[config.mk]
export PLATFORM = sky130hd
export DESIGN_NAME = lkit_cell
export DESIGN_NICKNAME = d
export VERILOG_FILES = /design/src/rtl/core/lru_key_index_table_unit_assert.svh /design/src/rtl/core/lkit_pkg.sv /design/src/rtl/core/lkit_cell.sv
export SDC_FILE = /design/constraint.sdc
export NUM_CORES = 1
export LEC_CHECK = 0
export BUFFER_PORTS_ARGS = -buffer_cell sky130_fd_sc_hd__buf_4
export CAP_MARGIN = 40
export CELL_PAD_IN_SITES_DETAIL_PLACEMENT = 0
export CELL_PAD_IN_SITES_GLOBAL_PLACEMENT = 1
export CORE_ASPECT_RATIO = 1.4
export CORE_MARGIN = 10
export CORE_UTILIZATION = 30
export CTS_CLUSTER_SIZE = 24
export DETAILED_ROUTE_END_ITERATION = 8
export PLACE_DENSITY = 0.71
export RECOVER_POWER = 100
export SLEW_MARGIN = 20
export SYNTH_ARGS = -nofsm -noshare
export SYNTH_HDL_FRONTEND = slang
export SYNTH_SLANG_ARGS = --single-unit
[constraint.sdc]
create_clock -name clk -period 13.72 [get_ports clk]
set_input_delay 3.43 -clock clk [delete_from_list [all_inputs] [get_ports clk]]
set_output_delay 3.43 -clock clk [all_outputs]
set_load 0.05 [all_outputs]
[src/rtl/core/lru_key_index_table_unit_assert.svh]
// Assertion macros used by the key index table controller.
`ifndef LRU_KEY_INDEX_TABLE_UNIT_ASSERT_SVH
`define LRU_KEY_INDEX_TABLE_UNIT_ASSERT_SVH

// Same-cycle implication, sampled on the rising clock edge, off during reset.
`define LKIT_ASSERT_IMP(label, ante, cons) \
  label: assert property (@(posedge clk) disable iff (rst) (ante) |-> (cons)) \
    else $error("lkit: assertion failed");

// Next-cycle implication, sampled on the rising clock edge, off during reset.
`define LKIT_ASSERT_NEXT(label, ante, cons) \
  label: assert property (@(posedge clk) disable iff (rst) (ante) |=> (cons)) \
    else $error("lkit: assertion failed");

`endif

[src/rtl/core/lkit_pkg.sv]
// Package with sizes, codes, structs and helpers for the key index table.
package lkit_pkg;

  // Table geometry.
  localparam int ENTRIES  = 64;
  localparam int KEY_BITS = 64;
  localparam int SLOT_W   = $clog2(ENTRIES);
  localparam int CNT_W    = $clog2(ENTRIES + 1);
  localparam int STAMP_W  = 48;

  // Fixed port field widths.
  localparam int KEY_PORT_W  = 64;
  localparam int SLOT_PORT_W = 6;
  localparam int STATUS_W    = 3;
  localparam int CAP_W       = 7;
  localparam int CMP_W       = (CNT_W > CAP_W) ? CNT_W : CAP_W;

  localparam logic [CAP_W-1:0] CAP_RESET = CAP_W'(64);

  // Result status codes.
  typedef enum logic [STATUS_W-1:0] {
    ST_HIT      = 3'd0,
    ST_FREE     = 3'd1,
    ST_REPLACED = 3'd2,
    ST_MISS     = 3'd3,
    ST_FULL     = 3'd4
  } status_t;

  // Controller states.
  typedef enum logic [1:0] {
    S_IDLE,
    S_SCAN,
    S_DECIDE
  } ctrl_state_t;

  // Search token that walks the cell row, one cell per cycle.
  typedef struct packed {
    logic               valid;
    logic               found;
    logic [SLOT_W-1:0]  slot;
    logic               have_lru;
    logic [SLOT_W-1:0]  lru;
    logic [STAMP_W-1:0] lru_stamp;
  } scan_pkt_t;

  // Update broadcast to all cells; only the addressed cell takes it.
  typedef struct packed {
    logic                en;
    logic [SLOT_W-1:0]   slot;
    logic                load_key;
    logic [KEY_BITS-1:0] key;
    logic                pin;
    logic [STAMP_W-1:0]  stamp;
  } wr_cmd_t;

  // Slot number as reported on the port: low six bits, zero-extended if narrower.
  function automatic logic [SLOT_PORT_W-1:0] slot_port(input logic [SLOT_W-1:0] slot);
    logic [SLOT_W+SLOT_PORT_W-1:0] wide;
    wide = (SLOT_W + SLOT_PORT_W)'(slot);
    return wide[SLOT_PORT_W-1:0];
  endfunction

endpackage

[src/rtl/core/lkit_cell.sv]
// One table slot: holds key, pin and stamp, and updates the passing search token.
module lkit_cell import lkit_pkg::*; (
  input  logic                clk,
  input  logic                rst,
  input  logic [SLOT_W-1:0]   idx,
  input  logic [CNT_W-1:0]    filled,
  input  logic [KEY_BITS-1:0] qkey,
  input  wr_cmd_t             cmd,
  input  scan_pkt_t           pkt_in,
  output scan_pkt_t           pkt_out
);

  logic [KEY_BITS-1:0] key;
  logic                pinned;
  logic [STAMP_W-1:0]  stamp;
  logic                live;
  scan_pkt_t           pkt_next;

  // Only filled slots take part in the search.
  assign live = CNT_W'(idx) < filled;

  // First match wins; the oldest unpinned stamp wins, lowest slot on a tie.
  always_comb begin
    pkt_next = pkt_in;
    if (!pkt_in.found && live && key == qkey) begin
      pkt_next.found = 1'b1;
      pkt_next.slot  = idx;
    end
    if (live && !pinned && (!pkt_in.have_lru || stamp < pkt_in.lru_stamp)) begin
      pkt_next.have_lru  = 1'b1;
      pkt_next.lru       = idx;
      pkt_next.lru_stamp = stamp;
    end
  end

  // Hand the token to the next cell.
  always_ff @(posedge clk) begin
    if (rst) begin
      pkt_out.valid <= 1'b0;
    end else begin
      pkt_out.valid <= pkt_in.valid;
    end
    pkt_out.found     <= pkt_next.found;
    pkt_out.slot      <= pkt_next.slot;
    pkt_out.have_lru  <= pkt_next.have_lru;
    pkt_out.lru       <= pkt_next.lru;
    pkt_out.lru_stamp <= pkt_next.lru_stamp;
  end

  // Pin flag: cleared at reset, set or reloaded by an update to this slot.
  always_ff @(posedge clk) begin
    if (rst) begin
      pinned <= 1'b0;
    end else if (cmd.en && cmd.slot == idx) begin
      pinned <= cmd.load_key ? cmd.pin : (pinned | cmd.pin);
    end
  end

  // Key and recency stamp.
  always_ff @(posedge clk) begin
    if (cmd.en && cmd.slot == idx) begin
      stamp <= cmd.stamp;
      if (cmd.load_key) begin
        key <= cmd.key;
      end
    end
  end

endmodule

* Yosys cells after proc, flatten, opt, wreduce, memory -nomap -nowiden
Cells that the tools add are included.
** Storage, ports and cells
- Flip-flop bits (word level) :: 176
** Cells by class
- Mux-type cells :: 3
- $lt $le $gt $ge :: 2
- Reductions and logical operators :: 10
- Equal/unequal tests :: 2
- Bitwise gates (word level) :: 1
** Operator list (number)
- equality test 64 bit :: 1
- 2-to-1 mux 54 bit :: 1
- < comparator 48 bit :: 1
- < comparator 6 x 7 -> 1 bit :: 1
- equality test 6 bit :: 1
- 2-to-1 mux 6 bit :: 1
- logical AND 1 bit :: 5
- zero test 1 bit :: 3
- AND reduction 2 bit :: 1
- logical OR 1 bit :: 1
- 2-to-1 mux 1 bit :: 1
- bitwise OR 1 bit :: 1

* Logic depth before layout (Yosys ltp)
- Word-level depth :: 4
- Mapped depth :: 11
- Mapped depth without buffers :: 8

* Worst setup path after synthesis
Ideal clock, no wire load.
- Kind :: input -> register
- Start point :: input port idx[1]
- End point :: register key[0], enable pin
- Slack :: 2.988 ns
- Arrival time :: 10.303 ns
- Buffers on the path :: 0
- Setup time :: 0.429 ns
- Cell stages on the path :: 3
- Cells stage by stage :: xor2_1 nor4_1 and2_1
** Between the ends
- Word-level cells in the longest chain between the ends :: 3
** RTL lines
- start, declared :: line lkit_cell.sv:5 : input logic [SLOT_W-1:0] idx,
- equality test 6 bit :: line lkit_cell.sv:61 : if (cmd.en && cmd.slot == idx) begin
- logical AND 1 bit :: line lkit_cell.sv:61
- AND reduction 2 bit (no source line)
- end signal, assigned :: line lkit_cell.sv:64 : key <= cmd.key;
- end, declared :: line lkit_cell.sv:13 : logic [KEY_BITS-1:0] key;
Every way passes these cells.
A chain may end at the register's enable or synchronous reset.

==> results by group <==
Run status
  • Status: finished, violations left
  • Failing checks: capacitance limit, slew limit

Floorplanning
  • Die area: about 40,000 sq um
  • Core Area: 31,600 sq um
  • Num rows: 77
  • # IOs: 326
  • Die Width: roughly 170 um
  • Initial core utilization: 0.303
  • Die Y: between 200 and 250 um

Timing
  • Slew margin rel.: -1.18
  • Period Utilization, post-route: 0.620
  • RSZ-0062 raised after global routing: no
  • FMAX: 118 MHz
  • Slew at the pin with the worst max-slew slack: 3.26 ns
  • Final hold vios: 0
  • Max-slew violations: 149
  • Worst Skew: 0.00797 ns
  • Setup TNS: 0 ns
  • Final min period: between 8 and 9 ns
  • # setup viols final: 0

Clock tree
  • CTS H-tree depth: 4
  • Hold-fix buffers, CTS: 0
  • CTS Buf Count: 17
  • Clk sinks: 176
  • Clk Latency, worst-skew pair: ~0.44 ns
  • Post-cts repair resize count: 0
  • CTS tree: built
  • Bufs on Longest Clock Path: 2
  • CTS Root Buffer Type: clkbuf_16
  • Clk slew on worst S/H paths: around 0.070 ns
  • Post-CTS setup buffer count: 0

Logic synthesis
  • Top-area cell type share of the netlist area: 0.351
  • EDFF count, synth: 112
  • Post-Syn Area per Cell: 11.1 sq um
  • Synth area leader: edfxtp_1
  • Syn_nets: 1,175
  • Post-synthesis compound-gate area fraction: 0.147
  • Synth Area in XOR/XNOR: 0.0539
  • Post-synthesis mux area share: 0.0642
  • Synth warnings: 0
  • Post-Synth Simple-Gate Area: 0.129
  • FF+latch count, synth: 176
  • Post-Synth Adder-Cell Area: 0.0679
  • Register area share after synthesis: 0.484
  • Ys flop type: edfxtp_1
  • Synthesized area: 9590 sq um
  • Gate Count Post-Synth: 860
  • Synth unique cells: 44
  • Share of flip-flops with an asynchronous set or reset: 0
  • Largest cells by area after synthesis: edfxtp_1 (35%), dfxtp_1 (13%), ha_1 (6.8%)
  • Largest family of logic cells by synthesized area: compound AO/OA/AOI/OAI gates

Critical path
  • CP required: 13.95 ns
  • CP Launch Type: input pin
  • Worst EP arrival: 8.73 ns
  • Crit Path Max Fanout: 36
  • Critical path class: input pin to register
  • Critical Path End Type: register

Global routing
  • Total track usage: 0.161
  • Vias in the first global route: 8,246
  • Largest net degree at the start of global routing: 92
  • Global-route wire length before repair: a little under 50,000 um
  • Grt total ovfl: 0
  • Initial antenna violation count: 3

Final layout
  • Commonest non-fill, non-tap cells in the layout: buf_4 (152), edfxtp_1 (112), clkbuf_4 (106)
  • Nets: 1,479
  • Most common cell after layout, fill and taps aside: buf_4
  • Non-Filler Instances: 1,572
  • Layout cells sized above 1: 0.274
  • N_diodes: 0
  • Area growth from synthesis to layout: 31.2%

Pwr
  • Leak Pwr: 5.35 nW
  • Worst ir drop on vdd: 0.0000559 V
  • Pwr Density: 112 nW/um^2

Flow run
  • Max-cap violation count: 3

Detailed routing
  • Vias: just under 8,000
  • Vias per Instance: about 5
  • DRC: 0
  • 1st-iter DRT viols: 424
  • Routed wire length: 32,200 um
  • DR pass1 iterations: 5
  • Routed WL per cell: a little over 20 um
  • ANT nets after route: 0

Placed design
  • Placed cell count: 1,538
  • Input/output buffers: 325
  • Post-DP HPWL: 24,100 um
  • Routability Congestion: between 0.7 and 0.8

Min path
  • Worst hold path class: register to register
critical path: stages:
cell	delay, ns
clkbuf_1	0.12
inv_1	0.07
ha_1	0.33
a21oi_1	0.15
o21ai_0	0.14
a22oi_1	0.27
a311o_1	1.10
and2_0	1.14
clkbuf_1	1.66
o211ai_1	0.27
sequential cells by signal (all words and copies together) (netlist names):
register and count:
key 64, pinned 1, pkt_out 63, stamp 48
layout make-up:
class | instances | area (sq um)
multi-input combinational | 561 | 4280
sequential | 176 | 4640
inverter | 70 | 263
clock buffer | 21 | 460
fill | 3194 | 19000
timing repair buffer | 338 | 2280
tap | 395 | 494
clock inverter | 11 | 155
report_power, final:
group          switching (W)  internal [W]  total (W)
Clock               0.000222      0.000299   0.000521
Sequential         0.0000114      0.000588   0.000599
Combinational       0.000179      0.000109   0.000288
Total               0.000413      0.000995    0.00141
metrics by stage:
step / setup slack [ns] / utilization / hold WS (ns) / instance area [sq um] / power (W)
2_1_floorplan: 2.99 / - / 0.514 / 9590 / 0.000797
3_3_place_gp: 7.23 / 0.392 / 0.549 / 12400 / 0.000928
3_5_place_dp: 7.19 / 0.393 / 0.555 / 12400 / 0.000934
4_1_cts: 7.64 / 0.413 / 0.575 / 13000 / 0.00146
5_1_grt: 4.71 / 0.398 / 0.603 / 12600 / 0.00147
6_report: 5.21 / 0.398 / 0.579 / 12600 / 0.00141
layer usage:
metal | track usage | part of all wire
met1 | 0.172 | 0.39
met2 | 0.287 | 0.52
met3 | 0.0575 | 0.080
met4 | 0.0526 | 0.017
met5 | 0 | 0.0011
path summary, 6_finish.rpt:
kind / start / to / slack [ns] / cells after the start
min: stamp[5]$_DFFE_PP_ / pkt_out[5]$_DFF_P_ / 0.58 / 2
min reg2reg: stamp[5]$_DFFE_PP_ / pkt_out[5]$_DFF_P_ / 0.58 / 2
max: pkt_in[11] / pkt_out[24]$_DFF_P_ / 5.21 / 10
max reg2reg: stamp[11]$_DFFE_PP_ / pkt_out[24]$_DFF_P_ / 7.96 / 8
cells in the mapped netlist, types with 2 or more instances:
cell         n
ha_1        52
a21oi_1     17
buf_2        5
dfxtp_1     64
buf_6        7
edfxtp_1   112
mux2i_1     48
a22o_1       3
a211oi_1     2
nor3_1       3
nor2b_1      8
nor4_1      12
o211ai_2    50
xnor2_1     25
a221o_1      6
a21o_1       5
o21a_1       2
nor2_1       4
nand2_1     65
o21ai_0      8
o221ai_1     4
o22ai_1      3
buf_1        5
clkbuf_1    36
o211ai_1     4
inv_1       70
o2bb2ai_1    2
mux2_2      12
xor2_1      34
or4_1        2
a31oi_1     54
nand2b_1    52
and2_1       3
nand4_1     71
cell families (layout without fill, tap and decap cells):
group | after synthesis | in the layout
mux | 60 | 60
buf+inv | 123 | 440
flops | 176 | 176
compound gates | 166 | 166
xor+xnor | 59 | 59
simple gates | 224 | 224
fa+ha+maj | 52 | 52
No activity file was read; power rests on OpenSTA's default activity.
